==> config.mk <==
export PLATFORM = sky130hd
export DESIGN_NAME = greedy_row_max_column_exclusion
export DESIGN_NICKNAME = d
export VERILOG_FILES = /design/src/rtl/grmce_pkg.sv /design/src/rtl/greedy_row_max_column_exclusion.sv /design/src/rtl/grmce_front.sv /design/src/rtl/grmce_queue.sv /design/src/rtl/grmce_back.sv
export VERILOG_INCLUDE_DIRS = /design/src /design/src/rtl
export SDC_FILE = /design/constraint.sdc
export NUM_CORES = 1
export LEC_CHECK = 0
export BUFFER_PORTS_ARGS = -buffer_cell sky130_fd_sc_hd__buf_2
export CORE_MARGIN = 2
export CORE_UTILIZATION = 45
export DETAILED_ROUTE_END_ITERATION = 16
export HOLD_SLACK_MARGIN = 0.08
export SKIP_CTS_REPAIR_TIMING = 1
export SLEW_MARGIN = 20
export SYNTH_ARGS = -nofsm -noshare
export SYNTH_HDL_FRONTEND = slang
export SYNTH_SLANG_ARGS = --single-unit
export TNS_END_PERCENT = 50
==> constraint.sdc <==
create_clock -name clk -period 8.8 [get_ports clk]
set_input_delay 0.44 -clock clk [delete_from_list [all_inputs] [get_ports clk]]
set_output_delay 0.44 -clock clk [all_outputs]
set_load 0.005 [all_outputs]
==> src/rtl/assert_macros.svh <==
// Assertion helpers shared by grmce_front and grmce_queue.
`ifndef ASSERT_MACROS_SVH
`define ASSERT_MACROS_SVH

// Check a condition at every clock edge outside reset.
`define ASSERT_ALWAYS(lbl, ck, rn, expr) \
    lbl: assert property (@(posedge ck) disable iff (!(rn)) (expr)) \
        else $error("assertion lbl failed");

// Check that a trigger is followed by a condition in the next cycle.
`define ASSERT_NEXT(lbl, ck, rn, ante, cons) \
    lbl: assert property (@(posedge ck) disable iff (!(rn)) (ante) |=> (cons)) \
        else $error("assertion lbl failed");

`endif

==> src/rtl/grmce_pkg.sv <==
package grmce_pkg;

    localparam int VALUE_W         = 32;
    localparam int COL_W           = 7;
    localparam int MAX_COLUMNS_DEF = 64;
    localparam int QUEUE_DEPTH_DEF = 4;

    localparam logic [COL_W-1:0] COUNT_RESET = 7'd64;

    // s_tdata: value; m_tdata: column_index, max_value, padding to whole bytes
    localparam int S_TDATA_W = 32;
    localparam int M_TDATA_W = 40;

    // one finished row, column still 0-based
    typedef struct packed {
        logic [COL_W-1:0]          column;
        logic signed [VALUE_W-1:0] value;
        logic                      fallback;
    } row_result_t;

    // write side of the result queue
    typedef struct packed {
        logic        push;
        row_result_t data;
    } q_wr_t;

endpackage

==> src/rtl/greedy_row_max_column_exclusion.sv <==
// Greedy row maximum with column exclusion.
// Slave stream: one matrix element per request, row by row in column order;
//   s_tdata carries the signed value, s_tuser marks the first element of a
//   new matrix, which clears the used-column mask and restarts the row.
// Master stream: one request per finished row with the 1-based column, the
//   value there and a fallback flag (set when every column was already used
//   and the overall row maximum was taken instead).
// column_count_we / column_count_wdata write the columns-per-row register
//   (0 acts as 1, values above MAX_COLUMNS act as MAX_COLUMNS); write it only
//   while the block is idle.
// Throughput: one element per cycle while the queue has room; the front unit updates
//   both running maxima and the used mask in the same cycle, so rows follow back to back.
// Result path: the edge that takes a row's last element writes the result queue;
//   the output register then loads from the queue once it is empty or being
//   drained, and m_tvalid rises with it.
// Stall: a QUEUE_DEPTH-entry result queue plus the output register absorb a
//   stalled master; s_tready drops only when the queue is full.
// Reset: used mask and row position clear, column count returns to 64, queue
//   and output register empty.
module greedy_row_max_column_exclusion
    import grmce_pkg::*;
#(
    parameter int MAX_COLUMNS = MAX_COLUMNS_DEF,
    parameter int QUEUE_DEPTH = QUEUE_DEPTH_DEF
)
(
    input  logic                 clk,
    input  logic                 rst_n,
    input  logic                 column_count_we,
    input  logic [COL_W-1:0]     column_count_wdata,
    input  logic                 s_tvalid,
    output logic                 s_tready,
    input  logic [S_TDATA_W-1:0] s_tdata,   // [31:0] value
    input  logic                 s_tuser,   // [0] new_matrix
    output logic                 m_tvalid,
    input  logic                 m_tready,
    output logic [M_TDATA_W-1:0] m_tdata,   // [6:0] column_index, [38:7] max_value, [39] zero
    output logic                 m_tuser    // [0] fallback
);

    q_wr_t       q_wr;
    row_result_t q_data;
    logic        q_empty;
    logic        q_full;
    logic        q_pop;
    logic        in_accept;

    // take an element whenever the result queue has room
    assign s_tready  = !q_full;
    assign in_accept = s_tvalid && s_tready;

    grmce_front #(
        .MAX_COLUMNS (MAX_COLUMNS)
    ) u_front (
        .clk                (clk),
        .rst_n              (rst_n),
        .column_count_we    (column_count_we),
        .column_count_wdata (column_count_wdata),
        .in_accept          (in_accept),
        .in_value           ($signed(s_tdata[VALUE_W-1:0])),
        .in_new_matrix      (s_tuser),
        .q_wr               (q_wr)
    );

    grmce_queue #(
        .DEPTH (QUEUE_DEPTH)
    ) u_queue (
        .clk     (clk),
        .rst_n   (rst_n),
        .q_wr    (q_wr),
        .pop     (q_pop),
        .rd_data (q_data),
        .empty   (q_empty),
        .full    (q_full)
    );

    grmce_back u_back (
        .clk      (clk),
        .rst_n    (rst_n),
        .q_data   (q_data),
        .q_empty  (q_empty),
        .q_pop    (q_pop),
        .m_tvalid (m_tvalid),
        .m_tready (m_tready),
        .m_tdata  (m_tdata),
        .m_tuser  (m_tuser)
    );

endmodule

==> src/rtl/grmce_front.sv <==
`include "assert_macros.svh"

module grmce_front
    import grmce_pkg::*;
#(
    parameter int MAX_COLUMNS = MAX_COLUMNS_DEF
)
(
    input  logic                      clk,
    input  logic                      rst_n,
    input  logic                      column_count_we,
    input  logic [COL_W-1:0]          column_count_wdata,
    input  logic                      in_accept,
    input  logic signed [VALUE_W-1:0] in_value,
    input  logic                      in_new_matrix,
    output q_wr_t                     q_wr
);

    localparam int CW = $clog2(MAX_COLUMNS);
    localparam logic [COL_W-1:0] MAX_COL = COL_W'(MAX_COLUMNS);

    logic [COL_W-1:0]          count_reg;
    logic [CW-1:0]             cnt_reg, cnt_next;
    logic [MAX_COLUMNS-1:0]    mask_reg, mask_next;
    logic                      free_valid_reg, free_valid_next;
    logic signed [VALUE_W-1:0] free_val_reg, free_val_next;
    logic [CW-1:0]             free_idx_reg, free_idx_next;
    logic signed [VALUE_W-1:0] any_val_reg, any_val_next;
    logic [CW-1:0]             any_idx_reg, any_idx_next;

    logic [COL_W-1:0]          width_eff;
    logic [COL_W-1:0]          half_width;
    logic [CW-1:0]             col;
    logic                      first_col;
    logic                      last_col;
    logic [MAX_COLUMNS-1:0]    mask_base;
    logic                      col_used;
    logic                      valid_eff;
    logic                      take_free;
    logic                      row_valid;
    logic signed [VALUE_W-1:0] row_free_val;
    logic [CW-1:0]             row_free_idx;
    logic [COL_W-1:0]          c_ext;
    logic [COL_W:0]            c_twice;
    logic [COL_W-1:0]          partner_ext;
    logic [CW-1:0]             partner;

    // Clamp the column count into 1 .. MAX_COLUMNS
    always_comb
    begin
        if (count_reg == '0)
        begin
            width_eff = COL_W'(1);
        end
        else if (count_reg > MAX_COL)
        begin
            width_eff = MAX_COL;
        end
        else
        begin
            width_eff = count_reg;
        end
        half_width = width_eff >> 1;
    end

    always_comb
    begin
        col       = in_new_matrix ? '0 : cnt_reg;
        first_col = (col == '0);
        last_col  = ((COL_W'(col) + COL_W'(1)) >= width_eff);
        mask_base = in_new_matrix ? '0 : mask_reg;
        col_used  = mask_base[col];

        // overall maximum, ties kept at the lower column
        if (first_col || (in_value > any_val_reg))
        begin
            any_val_next = in_value;
            any_idx_next = col;
        end
        else
        begin
            any_val_next = any_val_reg;
            any_idx_next = any_idx_reg;
        end

        // maximum over free columns
        valid_eff = first_col ? 1'b0 : free_valid_reg;
        take_free = !col_used && (!valid_eff || (in_value > free_val_reg));
        if (take_free)
        begin
            row_valid    = 1'b1;
            row_free_val = in_value;
            row_free_idx = col;
        end
        else
        begin
            row_valid    = valid_eff;
            row_free_val = free_val_reg;
            row_free_idx = free_idx_reg;
        end

        // partner column sits half a row away
        c_ext       = COL_W'(row_free_idx);
        c_twice     = {c_ext, 1'b0};
        partner_ext = (c_twice < {1'b0, width_eff}) ? (c_ext + half_width)
                                                    : (c_ext - half_width);
        partner     = partner_ext[CW-1:0];

        cnt_next        = cnt_reg;
        mask_next       = mask_reg;
        free_valid_next = free_valid_reg;
        free_val_next   = free_val_reg;
        free_idx_next   = free_idx_reg;
        if (in_accept)
        begin
            free_val_next = row_free_val;
            free_idx_next = row_free_idx;
            if (last_col)
            begin
                cnt_next        = '0;
                free_valid_next = 1'b0;
                if (row_valid)
                begin
                    mask_next = mask_base
                              | (MAX_COLUMNS'(1) << row_free_idx)
                              | (MAX_COLUMNS'(1) << partner);
                end
                else
                begin
                    mask_next = mask_base;
                end
            end
            else
            begin
                cnt_next        = col + CW'(1);
                free_valid_next = row_valid;
                mask_next       = mask_base;
            end
        end

        q_wr.push          = in_accept && last_col;
        q_wr.data.fallback = !row_valid;
        if (row_valid)
        begin
            q_wr.data.column = COL_W'(row_free_idx);
            q_wr.data.value  = row_free_val;
        end
        else
        begin
            q_wr.data.column = COL_W'(any_idx_next);
            q_wr.data.value  = any_val_next;
        end
    end

    always_ff @(posedge clk or negedge rst_n)
    begin
        if (!rst_n)
        begin
            count_reg      <= COUNT_RESET;
            cnt_reg        <= '0;
            mask_reg       <= '0;
            free_valid_reg <= 1'b0;
        end
        else
        begin
            if (column_count_we)
            begin
                count_reg <= column_count_wdata;
            end
            cnt_reg        <= cnt_next;
            mask_reg       <= mask_next;
            free_valid_reg <= free_valid_next;
        end
    end

    always_ff @(posedge clk)
    begin
        free_val_reg <= free_val_next;
        free_idx_reg <= free_idx_next;
        if (in_accept)
        begin
            any_val_reg <= any_val_next;
            any_idx_reg <= any_idx_next;
        end
    end

    `ASSERT_NEXT(a_row_end_wraps, clk, rst_n, q_wr.push, cnt_reg == '0)
    `ASSERT_NEXT(a_row_end_clears_free, clk, rst_n, q_wr.push, !free_valid_reg)

endmodule

==> src/rtl/grmce_queue.sv <==
`include "assert_macros.svh"

module grmce_queue
    import grmce_pkg::*;
#(
    parameter int DEPTH = QUEUE_DEPTH_DEF
)
(
    input  logic        clk,
    input  logic        rst_n,
    input  q_wr_t       q_wr,
    input  logic        pop,
    output row_result_t rd_data,
    output logic        empty,
    output logic        full
);

    localparam int PW = $clog2(DEPTH);
    localparam int NW = $clog2(DEPTH + 1);

    row_result_t     mem_reg [DEPTH];
    logic [PW-1:0]   wr_ptr_reg, wr_ptr_next;
    logic [PW-1:0]   rd_ptr_reg, rd_ptr_next;
    logic [NW-1:0]   fill_reg, fill_next;
    logic            do_push;
    logic            do_pop;

    always_comb
    begin
        empty   = (fill_reg == '0);
        full    = (fill_reg == NW'(DEPTH));
        do_push = q_wr.push;
        do_pop  = pop && !empty;
        rd_data = mem_reg[rd_ptr_reg];

        wr_ptr_next = wr_ptr_reg;
        rd_ptr_next = rd_ptr_reg;
        if (do_push)
        begin
            wr_ptr_next = (wr_ptr_reg == PW'(DEPTH - 1)) ? '0 : wr_ptr_reg + PW'(1);
        end
        if (do_pop)
        begin
            rd_ptr_next = (rd_ptr_reg == PW'(DEPTH - 1)) ? '0 : rd_ptr_reg + PW'(1);
        end

        unique case ({do_push, do_pop})
            2'b10:   fill_next = fill_reg + NW'(1);
            2'b01:   fill_next = fill_reg - NW'(1);
            default: fill_next = fill_reg;
        endcase
    end

    always_ff @(posedge clk or negedge rst_n)
    begin
        if (!rst_n)
        begin
            wr_ptr_reg <= '0;
            rd_ptr_reg <= '0;
            fill_reg   <= '0;
        end
        else
        begin
            wr_ptr_reg <= wr_ptr_next;
            rd_ptr_reg <= rd_ptr_next;
            fill_reg   <= fill_next;
        end
    end

    always_ff @(posedge clk)
    begin
        if (do_push)
        begin
            mem_reg[wr_ptr_reg] <= q_wr.data;
        end
    end

    `ASSERT_ALWAYS(a_no_push_when_full, clk, rst_n, !(q_wr.push && full))
    `ASSERT_ALWAYS(a_fill_in_range, clk, rst_n, fill_reg <= NW'(DEPTH))

endmodule

==> src/rtl/grmce_back.sv <==
module grmce_back
    import grmce_pkg::*;
(
    input  logic                 clk,
    input  logic                 rst_n,
    input  row_result_t          q_data,
    input  logic                 q_empty,
    output logic                 q_pop,
    output logic                 m_tvalid,
    input  logic                 m_tready,
    output logic [M_TDATA_W-1:0] m_tdata,  // [6:0] column_index, [38:7] max_value, [39] zero
    output logic                 m_tuser   // [0] fallback
);

    logic                 out_valid_reg, out_valid_next;
    logic [M_TDATA_W-1:0] out_data_reg;
    logic                 out_flag_reg;
    logic                 load;
    logic [COL_W-1:0]     col_one_based;

    always_comb
    begin
        // refill the output register when it is empty or being drained
        load           = !out_valid_reg || m_tready;
        q_pop          = load && !q_empty;
        out_valid_next = load ? !q_empty : out_valid_reg;
        col_one_based  = q_data.column + COL_W'(1);
    end

    always_ff @(posedge clk or negedge rst_n)
    begin
        if (!rst_n)
        begin
            out_valid_reg <= 1'b0;
        end
        else
        begin
            out_valid_reg <= out_valid_next;
        end
    end

    always_ff @(posedge clk)
    begin
        if (q_pop)
        begin
            out_data_reg <= {{(M_TDATA_W - VALUE_W - COL_W){1'b0}},
                             q_data.value, col_one_based};
            out_flag_reg <= q_data.fallback;
        end
    end

    assign m_tvalid = out_valid_reg;
    assign m_tdata  = out_data_reg;
    assign m_tuser  = out_flag_reg;

endmodule

==> flow_summary.html <==
<table>
<tr><th>Metric</th><th>Value</th></tr>
<tr><th colspan="2">Outcome</th></tr>
<tr><td>Run status</td><td>complete, no violations</td></tr>
<tr><th colspan="2">Logic synthesis</th></tr>
<tr><td>Adder-cell area share of the yosys netlist</td><td>6.734%</td></tr>
<tr><td>Simple-gate area share of the yosys netlist</td><td>7.914%</td></tr>
<tr><td>Yosys cell types</td><td>68</td></tr>
<tr><td>Synth warn</td><td>0</td></tr>
<tr><td>Area share of xor/xnor cells in the synthesized design</td><td>0.8997%</td></tr>
<tr><td>Seq/Total Area, Yosys</td><td>56.23%</td></tr>
<tr><td>Number of enable flip-flop cells after synthesis</td><td>272</td></tr>
<tr><td>Post-Synthesis Cell Area</td><td>18360 µm²</td></tr>
<tr><td>Cell count after synthesis</td><td>1407</td></tr>
<tr><td>Area fraction in compound gates after synthesis</td><td>10.12%</td></tr>
<tr><td>Register bit total from synthesis</td><td>358</td></tr>
<tr><td>Primary flip-flop cell chosen by synthesis mapping</td><td>edfxtp_1</td></tr>
<tr><td>Post-synthesis net count</td><td>1549</td></tr>
<tr><td>Share of synthesized area spent on multiplexers</td><td>14.62%</td></tr>
<tr><td>Avg Cell Area, Syn</td><td>13.05 µm²</td></tr>
<tr><td>Async set-or-reset flop fraction in the synthesized netlist</td><td>24.02%</td></tr>
<tr><td>Largest family of logic cells by synthesized area</td><td>multiplexers</td></tr>
<tr><th colspan="2">Cells and area</th></tr>
<tr><td>Final instance count without filler cells</td><td>2049</td></tr>
<tr><td>Number of nets in the layout</td><td>1634</td></tr>
<tr><td>Post-synthesis to final-layout area growth</td><td>12.92%</td></tr>
<tr><td>Leading cell types in the layout, fill and taps excluded</td><td>272 x edfxtp_1, 125 x mux2_2, 94 x ha_1</td></tr>
<tr><td>Max reg flops</td><td>156</td></tr>
<tr><td>Leading cell type in the layout, fill and taps excluded</td><td>edfxtp_1</td></tr>
<tr><td>Share of final-layout standard cells stronger than drive strength 1</td><td>24.29%</td></tr>
<tr><th colspan="2">STA</th></tr>
<tr><td>Post-route clock period utilization</td><td>85.75%</td></tr>
<tr><td>Slew margin rel.</td><td>30.47%</td></tr>
<tr><td>Maximum frequency from static timing analysis</td><td>132.5 MHz</td></tr>
<tr><td>Setup violations, final</td><td>0</td></tr>
<tr><td>Worst clock skew</td><td>0.01645 ns</td></tr>
<tr><td>Total Neg Setup Slack</td><td>0 ns</td></tr>
<tr><td>Worst Hold Margin</td><td>0.1133 ns</td></tr>
<tr><td>Shortest clock period the worst path allows after layout</td><td>7.546 ns</td></tr>
<tr><td>Max Slew Vio Count</td><td>0</td></tr>
<tr><td>Worst Max-Slew Pin Slew</td><td>1.023 ns</td></tr>
<tr><td>RSZ-0062 raised after global routing</td><td>no</td></tr>
<tr><td>Final hold violations</td><td>0</td></tr>
<tr><th colspan="2">CTS</th></tr>
<tr><td>Cell chosen for the clock root</td><td>clkbuf_16</td></tr>
<tr><td>H-Tree Level Count</td><td>2</td></tr>
<tr><td>Clock Pin Slew Worst Setup and Hold Paths</td><td>0.06 ns</td></tr>
<tr><td>Max Buffers Root-to-Sink</td><td>3</td></tr>
<tr><td>Total CTS buffers</td><td>40</td></tr>
<tr><td>Worst-Skew Late Latency</td><td>0.56 ns</td></tr>
<tr><td>Clk sinks</td><td>358</td></tr>
<tr><td>Clock tree from TritonCTS</td><td>yes</td></tr>
<tr><th colspan="2">Setup path</th></tr>
<tr><td>Worst setup SP type</td><td>flip-flop</td></tr>
<tr><td>Category of the critical setup timing path</td><td>reg2reg</td></tr>
<tr><td>Endpoint of the lowest-slack register-to-register path</td><td>u_front.mask_reg[19]</td></tr>
<tr><td>Worst endpoint required time</td><td>9.17 ns</td></tr>
<tr><td>Slack of the worst reg-to-reg path</td><td>1.25 ns</td></tr>
<tr><td>Critical path's slowest cell</td><td>dfrtp_1</td></tr>
<tr><td>Depth of the worst register-to-register path</td><td>25</td></tr>
<tr><td>R2r startpoint</td><td>u_front.cnt_reg[0]</td></tr>
<tr><td>Endpoint type of the worst setup path</td><td>flip-flop</td></tr>
<tr><td>Maximum fanout encountered on the critical timing path</td><td>30</td></tr>
<tr><td>Delay of the slowest cell on the worst path</td><td>0.80 ns</td></tr>
<tr><td>Critical path arrival</td><td>7.92 ns</td></tr>
<tr><th colspan="2">Placed design</th></tr>
<tr><td>Cell count after placement</td><td>1972</td></tr>
<tr><td>Gpl congestion</td><td>0.9035</td></tr>
<tr><td>Count of buffers from port buffering</td><td>86</td></tr>
<tr><td>Sum of net half-perimeters after detailed placement</td><td>29530 µm</td></tr>
<tr><th colspan="2">Floorplan</th></tr>
<tr><td>Floorplan row count</td><td>73</td></tr>
<tr><td>Core area</td><td>40010 µm²</td></tr>
<tr><td>Total die area</td><td>42420 µm²</td></tr>
<tr><td>Width of the die</td><td>206.0 µm</td></tr>
<tr><td>Io pins</td><td>88</td></tr>
<tr><td>Die span in y</td><td>206.0 µm</td></tr>
<tr><td>Initial cell density of the core</td><td>45.88%</td></tr>
<tr><th colspan="2">Drt</th></tr>
<tr><td>Number of vias per cell after detailed routing</td><td>5.815</td></tr>
<tr><td>Detailed Routing Iterations Pass 1</td><td>5</td></tr>
<tr><td>Detail Route Antenna Nets</td><td>0</td></tr>
<tr><td>Number of DRC markers in iteration 0</td><td>821</td></tr>
<tr><td>Vias post-DR</td><td>11915</td></tr>
<tr><td>Routed wirelength normalized by instance count</td><td>21.67 µm</td></tr>
<tr><td>Detailed-route DRC error count</td><td>0</td></tr>
<tr><td>Routed wire length</td><td>44390 µm</td></tr>
<tr><th colspan="2">Worst hold path</th></tr>
<tr><td>Class of the tightest hold or removal check</td><td>in2reg</td></tr>
<tr><td>Number of cells traversed by the worst hold path</td><td>2</td></tr>
<tr><td>Startpoint of the worst hold path</td><td>column_count_wdata[2]</td></tr>
<tr><td>Hold-critical path endpoint</td><td>u_front.count_reg[2]</td></tr>
<tr><th colspan="2">GRT</th></tr>
<tr><td>First-pass GRT wire length</td><td>68720 µm</td></tr>
<tr><td>Number of antenna violations at the first check in global routing</td><td>0</td></tr>
<tr><td>Total routing resource utilization after global routing</td><td>21.25%</td></tr>
<tr><td>Overall overflow remaining after global route</td><td>0</td></tr>
<tr><td>Via count of the first global-routing pass</td><td>11772</td></tr>
<tr><td>Maximum number of pins on one net before global-route repair</td><td>84</td></tr>
<tr><th colspan="2">Flow run</th></tr>
<tr><td>Max-capacitance violation count</td><td>0</td></tr>
<tr><th colspan="2">Pwr</th></tr>
<tr><td>Leakage power</td><td>8.009 nW</td></tr>
<tr><td>Maximum vdd drop</td><td>0.3647 mV</td></tr>
<tr><td>Power density of the placed cells</td><td>312.9 nW/µm²</td></tr>
</table>
-- Yosys cell counts, types with 6 or more instances --
| cell | number | area (µm²) |
|---|---|---|
| nor2b_1 | 13 | 81.33 |
| mux4_2 | 50 | 1126 |
| dfrtp_1 | 85 | 2127 |
| clkbuf_1 | 46 | 172.7 |
| nand2_1 | 85 | 319.1 |
| nor3_1 | 10 | 50.05 |
| buf_1 | 10 | 37.54 |
| inv_1 | 93 | 349.1 |
| xor2_1 | 11 | 96.34 |
| mux2_2 | 125 | 1408 |
| o31ai_1 | 7 | 52.55 |
| o22ai_1 | 28 | 175.2 |
| nand3_1 | 29 | 145.1 |
| or2_2 | 6 | 37.54 |
| o21ai_0 | 71 | 355.3 |
| a32oi_1 | 15 | 131.4 |
| and3_1 | 7 | 43.79 |
| o21ai_1 | 15 | 75.07 |
| a21o_1 | 17 | 127.6 |
| nor2_1 | 80 | 300.3 |
| and2_1 | 26 | 162.7 |
| nand2b_1 | 11 | 68.82 |
| mux2i_1 | 7 | 70.07 |
| a221oi_1 | 30 | 262.8 |
| xnor2_1 | 6 | 52.55 |
| a21oi_1 | 46 | 230.2 |
| a22oi_1 | 18 | 135.1 |
| nor4_1 | 8 | 50.05 |
| ha_1 | 94 | 1176 |
| nand4_1 | 13 | 81.33 |
| edfxtp_1 | 272 | 8168 |
| a22o_1 | 9 | 78.83 |
-- power breakdown --
| group | internal [mW] | switching, mW | total (mW) |
|---|---|---|---|
| registers | 2.30 | 0.219 | 2.52 |
| logic | 0.931 | 1.36 | 2.29 |
| clock network | 0.996 | 0.677 | 1.67 |
| total | 4.23 | 2.26 | 6.49 |
-- cell families (layout without fill, tap and decap cells) --
logic type	count (synthesis)	in the layout
AND/OR/NAND/NOR	303	303
other	1	2
flip-flops	358	358
buffers and inverters	160	276
AO/OA/AOI/OAI	283	283
XOR/XNOR	18	18
multiplexers	187	187
adder cells (fa/ha/maj)	97	97
-- layout make-up --
type / instances / area (µm²)
antenna: 1 / 2.502
fill: 3464 / 19280
timing repair buffer: 108 / 623.1
clock inverter: 18 / 178.9
multi-input combinational: 889 / 7446
tap: 525 / 656.9
clock buffer: 55 / 1140
sequential: 358 / 10320
inverter: 95 / 357.8
-- routing by layer --
| layer | global-route usage [%] | up-vias | part of all wire [%] |
|---|---|---|---|
| met5 | 0 | - | 0 |
| met4 | 6.097 | 0 | 2.3 |
| met3 | 3.422 | 75 | 5.1 |
| met2 | 33.90 | 304 | 47 |
| met1 | 30.12 | 5991 | 45 |
| li1 | - | 5545 | - |
-- through the flow --
| step | setup slack (ns) | total power [mW] | utilization, % | instance area, µm² |
|---|---|---|---|---|
| 2_1_floorplan | 2.094 | 4.136 | - | 18360 |
| 3_3_place_gp | 1.457 | 4.793 | 48.37 | 19350 |
| 3_5_place_dp | 1.247 | 4.834 | 48.39 | 19360 |
| 4_1_cts | 1.243 | 6.529 | 51.69 | 20680 |
| 5_1_grt | 0.5131 | 6.866 | 51.81 | 20730 |
| 6_report | 1.254 | 6.486 | 51.81 | 20730 |
-- worst max-delay path: cells and delay by family (launching register included) --
family	cells	cell delay, ns
and+or+nand+nor	6	1.14
AOI/OAI and AO/OA	10	2.16
DFF	1	0.80
adders and majority gates	3	0.95
buffers and inverters	3	0.81
muxes	2	1.23
xor gates and xnor gates	1	0.23
-- worst max-delay path by stage --
stage | start | endpoint | slack [ns]
after global placement | u_front.cnt_reg[0] | u_front.mask_reg[31] | 1.46
after global routing | u_front.cnt_reg[0] | u_front.mask_reg[31] | 0.51
after detailed placement | s_tuser | u_front.mask_reg[19] | 1.25
final | u_front.cnt_reg[0] | u_front.mask_reg[19] | 1.25
after CTS | u_front.cnt_reg[0] | u_front.mask_reg[19] | 1.24
after floorplan | u_front.cnt_reg[0] | u_front.mask_reg[58] | 2.09
(Power assumes the default switching activity.)
